**config.mk**
```make
export PLATFORM = sky130hd
export DESIGN_NAME = nms_judge
export DESIGN_NICKNAME = d
export VERILOG_FILES = /design/src/nms_pkg.sv /design/src/nms_judge.sv
export SDC_FILE = /design/constraint.sdc
export NUM_CORES = 2
export LEC_CHECK = 0
export BUFFER_PORTS_ARGS = -buffer_cell sky130_fd_sc_hd__buf_2
export CORE_AREA = 2 2 541 543
export DETAILED_ROUTE_END_ITERATION = 8
export DIE_AREA = 0 0 543 545
export MAX_ROUTING_LAYER = met4
export SLEW_MARGIN = 20
export SYNTH_ARGS = -nofsm -noshare
export SYNTH_HDL_FRONTEND = slang
export SYNTH_SLANG_ARGS = --single-unit
```
**constraint.sdc**
```tcl
create_clock -name vclk -period 16.5
set_clock_uncertainty 0.05 [all_clocks]
set_input_delay 2.475 -clock vclk [all_inputs]
set_output_delay 2.475 -clock vclk [all_outputs]
set_load 0.1 [all_outputs]
```
**src/nms_pkg.sv**
```systemverilog
// Shared types, constants and pixel decode for the windowed non-max suppression core.
// No dependencies.
package nms_pkg;

   localparam int VALUE_W   = 16;
   localparam int OUT_COL_W = 11;
   localparam int OUT_ROW_W = 12;
   localparam int WCFG_W    = 12;
   localparam int HCFG_W    = 13;
   localparam int WSCFG_W   = 4;
   localparam int CSR_IDX_W = 2;
   localparam int CSR_DAT_W = 13;

   localparam logic [CSR_IDX_W-1:0] CSR_IMAGE_WIDTH  = 2'd0;
   localparam logic [CSR_IDX_W-1:0] CSR_IMAGE_HEIGHT = 2'd1;
   localparam logic [CSR_IDX_W-1:0] CSR_WINDOW_SIZE  = 2'd2;
   localparam logic [CSR_IDX_W-1:0] CSR_PIXEL_FORMAT = 2'd3;

   localparam logic FMT_U8  = 1'b0;
   localparam logic FMT_S16 = 1'b1;

   localparam logic [VALUE_W-1:0] S16_FLOOR = 16'h8000;

   typedef struct packed {
      logic               mask;
      logic [VALUE_W-1:0] value;
   } cell_type;

   localparam int CELL_W = $bits(cell_type);

   typedef struct packed {
      logic                 emit;
      logic                 last;
      logic [OUT_COL_W-1:0] col;
      logic [OUT_ROW_W-1:0] row;
   } meta_type;

   typedef struct packed {
      logic rd_en;
      logic shift;
   } lines_ctl_type;

   function automatic logic signed [VALUE_W:0] decode(input cell_type c, input logic fmt);
      logic signed [VALUE_W:0] v;
      if (fmt == FMT_U8) begin
         v = {9'b0, c.value[7:0]};
      end else begin
         v = {c.value[VALUE_W-1], c.value};
      end
      return v;
   endfunction

endpackage

```
**src/nms_judge.sv**
```systemverilog
// Parallel neighbor compares over the window; gives the kept or suppressed value.
// Depends on nms_pkg.
module nms_judge #(
   parameter int WIN = 9
) (
   input  nms_pkg::cell_type                       win [WIN][WIN],
   input  logic [$clog2(WIN)-1:0]                  border,
   input  logic                                    fmt,
   output logic [nms_pkg::VALUE_W-1:0]             out_value
);

   nms_pkg::cell_type               center;
   logic signed [nms_pkg::VALUE_W:0] cv;
   logic                            beaten;
   logic                            keep;

   always_comb begin
      logic signed [nms_pkg::VALUE_W:0] nv;
      logic                             earlier;
      int                               b;
      b      = int'(border);
      center = win[b][b];
      cv     = nms_pkg::decode(center, fmt);
      beaten = 1'b0;
      for (int y = 0; y < WIN; y++) begin
         for (int x = 0; x < WIN; x++) begin
            nv      = nms_pkg::decode(win[y][x], fmt);
            earlier = (y > b) || ((y == b) && (x >= b));
            if ((y <= 2 * b) && (x <= 2 * b) && !win[y][x].mask) begin
               if (earlier ? (cv < nv) : (cv <= nv)) begin
                  beaten = 1'b1;
               end
            end
         end
      end
      keep = center.mask || !beaten;
      if (keep) begin
         out_value = cv[nms_pkg::VALUE_W-1:0];
      end else if (fmt == nms_pkg::FMT_U8) begin
         out_value = '0;
      end else begin
         out_value = nms_pkg::S16_FLOOR;
      end
   end

endmodule

```
==> reports/results.txt <==
The run finished with clean final reports. For this design the static power due to leakage is 26.7 nW. For the footprint of the flip-flops and latches, the log shows 0 um^2. The worst setup path is launched from an input pin. By instance count, the leading cell after synthesis is sky130_fd_sc_hd__ha_1. The die is 543 um wide. The effective utilization at floorplan was 0.128; the time the final worst path needs with I/O delays and setup was 13.61 ns. The critical path is of the in -> out type. STA puts the critical path data required time at 13.98 ns. Grouping stages by cell kind, the critical path spends the most delay in compound AO/OA/AOI/OAI gates. Maximum fanout along the worst path: 53.

After global routing, the most crowded layer is met2. Summing all multi-input logic gate instances after layout gives 34500 um^2. By count the netlist is led by 1296 x sky130_fd_sc_hd__ha_1, 877 x sky130_fd_sc_hd__nand2_1, 645 x sky130_fd_sc_hd__inv_1, 419 x sky130_fd_sc_hd__a21oi_1, 231 x sky130_fd_sc_hd__nand4_1.

The met1 capacity usage during global routing was 0.248. The final core area utilization was 0.174; the area of the mapped netlist was 37100 um^2. The minimum setup slack after placement is 3.15 ns, and the share of the yosys chip area belonging to registers is 0. In this run the tool buffered the top-level ports with 1398 buffer cells. The number of nets in the synthesized netlist is 7955. The initial antenna violation count is 265, and the pin count of the biggest net entering global routing is 127.

Setup repair after global routing left no endpoint under its margin. The run gives 0 as the final count of hold timing violations. The path type of the worst min-delay path is in -> out. In the routed design, unresolved DRC markers number 0. The die covers 296000 um^2. The via count of the first global-routing pass is 46.6k, and the total routing usage reported by global routing is 0.221. In this run, post-CTS hold repair placed 0 buffers.

The largest single stage delay on the critical path is 0.81 ns. On the critical path, the stage with the largest delay is an instance of sky130_fd_sc_hd__a31oi_1. Setup violations remaining at the end of the flow were counted as 0. After detailed routing, the number of vias per cell comes to 4.54.

Adding up every negative setup slack in the final design gives 0 ns. The final period utilization is 0.825, and the final count of pins violating max slew is 0. For this block, the via count after detailed routing is 48.8k. The fraction of post-synthesis cell area in the top cell type by area is 0.437, and the global-route wire length before repair is 423000 um. In this run, the number of DRC markers left after iteration 0 of detailed routing was 4266.

The remaining global-route overflow was 0. After floorplanning, the core was divided into 198 placement rows. The most numerous cell type found on the critical path is sky130_fd_sc_hd__buf_4. Walking the worst path, the cells encountered are buf_6 > buf_4 > nor2b_2 > buf_4 > a21oi_1 > nor2_1 > a2111oi_0 > nor2_1 > a21oi_1 > nor2_4 > buf_12 > ha_1 > nand4_1 > or4_1 > a31o_1 > a31oi_1 > o22ai_1 > or4b_1 > and4bb_1 > o2111ai_4 > buf_4 > o41ai_1 > buf_2. The run gives 0.182 as the worst-case headroom to the max-slew limit.

In the post-route analysis, the smallest setup slack over all paths is 2.89 ns. Critical path capture point type: an output port. The ratio of cells with drive above 1 in the final layout was 0.242; the first-pass iteration count of the detailed router was 5.

For the last weighted congestion value of the routability-driven placer, the log shows 1.01. The fraction of met3 tracks used by global routing is 0.0572, and the HPWL after detailed placement is 289000 um. After detailed routing, the average wire length per cell comes to 30.9 um. The run gives 0 as the number of post-CTS setup repair buffers. During synthesis, Yosys emitted a total of 0 warnings. The count of nets left with antenna violations once routing finished came out at 0. The filler cells instantiated in the layout total 33.4k. The top cell type by total area after synthesis was sky130_fd_sc_hd__ha_1. Averaged over all synthesized cells, the footprint is 7.03 um^2. Counting every instance in the synthesized netlist gives 5277.

The region available for standard cell placement spans 290000 um^2. Global-route met2 utilization: 0.354. From synthesis to final layout, the design area changed by 35.8%.

The number of buffers and inverters on the critical path is 6. The layout has 0 clock buffers. The tools report the worst-case vdd ir drop as 0.0225 mV.

Data arrives at the worst endpoint at 11.09 ns. Ranked by total cell area, the synthesized netlist is headed by sky130_fd_sc_hd__ha_1 44%, sky130_fd_sc_hd__nand2_1 8.9%, sky130_fd_sc_hd__inv_1 6.5%, sky130_fd_sc_hd__a21oi_1 5.7%, sky130_fd_sc_hd__nand4_1 3.9%. Total power density per cell area: 36.3 nW/um^2. After synthesis, the netlist uses 91 different library cells. There are 0 flip-flops and latches. The floorplan step set the die height to 545 um. The logs give 0 for the count of maximum capacitance violations and 0.0735 GHz for the fmax. During I/O placement, the number of pins put on the boundary was 1398.

The routed design has 333000 um of wire. After the last flow step, the layout net total stands at 9330. At the pin with the least slew margin, the transition time is 1.23 ns. The number of gates resized after CTS was 0.
[final timing paths]
path / from / to / slack [ns] / cells past startpoint
max: border[3] / out_value[10] / 2.89 / 23
min: win[10] / out_value[10] / 5.91 / 4
[per-stage QoR]
stage	std cells	power (W)	hold slack, ns	area, um^2
global route	10728	0.00200	5.90	50300
floorplan	5277	0.000933	5.66	37100
global placement	10547	0.00181	5.89	49700
CTS	10550	0.00183	5.89	49800
detailed placement	10550	0.00182	5.88	49800
finish	10764	0.00183	5.91	50400
[cells by family (layout without fill, tap and decap cells)]
family	Yosys count	after routing	synth area share
buffers and inverters	782	2155	0.0814
and+or+nand+nor	1898	1898	0.247
xor gates and xnor gates	1	1	0.000236
other	0	214	0
AOI/OAI and AO/OA	1263	1263	0.221
adders and majority gates	1296	1296	0.437
muxes	37	37	0.0139
[per-layer routing]
metal  share of wire  wire (um)
met4           0.068      22700
met2            0.45     151000
met5               0          0
met3           0.090      30000
met1            0.39     130000
[cell type report]
type | count | share of cell area
repair buffers | 1510 | 0.160
multi-input cells | 4495 | 0.684
diodes | 214 | 0.0106
inverters | 645 | 0.0482
well taps | 3900 | 0.0969
[report_power, final]
part | leakage (nW) | internal, W | total, W | switching [W]
Sequential | 0 | 0 | 0 | 0
Combinational | 26.7 | 0.000650 | 0.00183 | 0.00118
Clock | 0.00137 | 0.00000000112 | 0.00000000112 | 0
Total | 26.7 | 0.000650 | 0.00183 | 0.00118
[layout by cell type, fill, tap and decap left out, drive strengths merged, types with 9 or more instances in the layout]
master   netlist  routed
buf           39    1510
ha          1296    1296
nand2        877     877
inv          645     645
a21oi        419     419
nand4        231     231
o21ai        219     219
diode          0     214
nor2         200     200
nand3        194     194
a21o         158     158
a211oi        76      76
nor2b         68      68
nor3          68      68
nor4          54      54
nand2b        48      48
a2111oi       36      36
o211ai        34      34
a31oi         33      33
o31ai         33      33
a221oi        30      30
o2111ai       29      29
and3          27      27
and4          23      23
nor3b         22      22
o21a          22      22
mux2i         21      21
o21bai        17      17
or3           17      17
nor4b         17      17
a21boi        16      16
a211o         15      15
o221ai        13      13
o22ai         12      12
mux4          11      11
nand4b        11      11
o32ai         10      10
a32oi          9       9
a221o          9       9
Note: power is estimated with default switching activity, not from simulation.
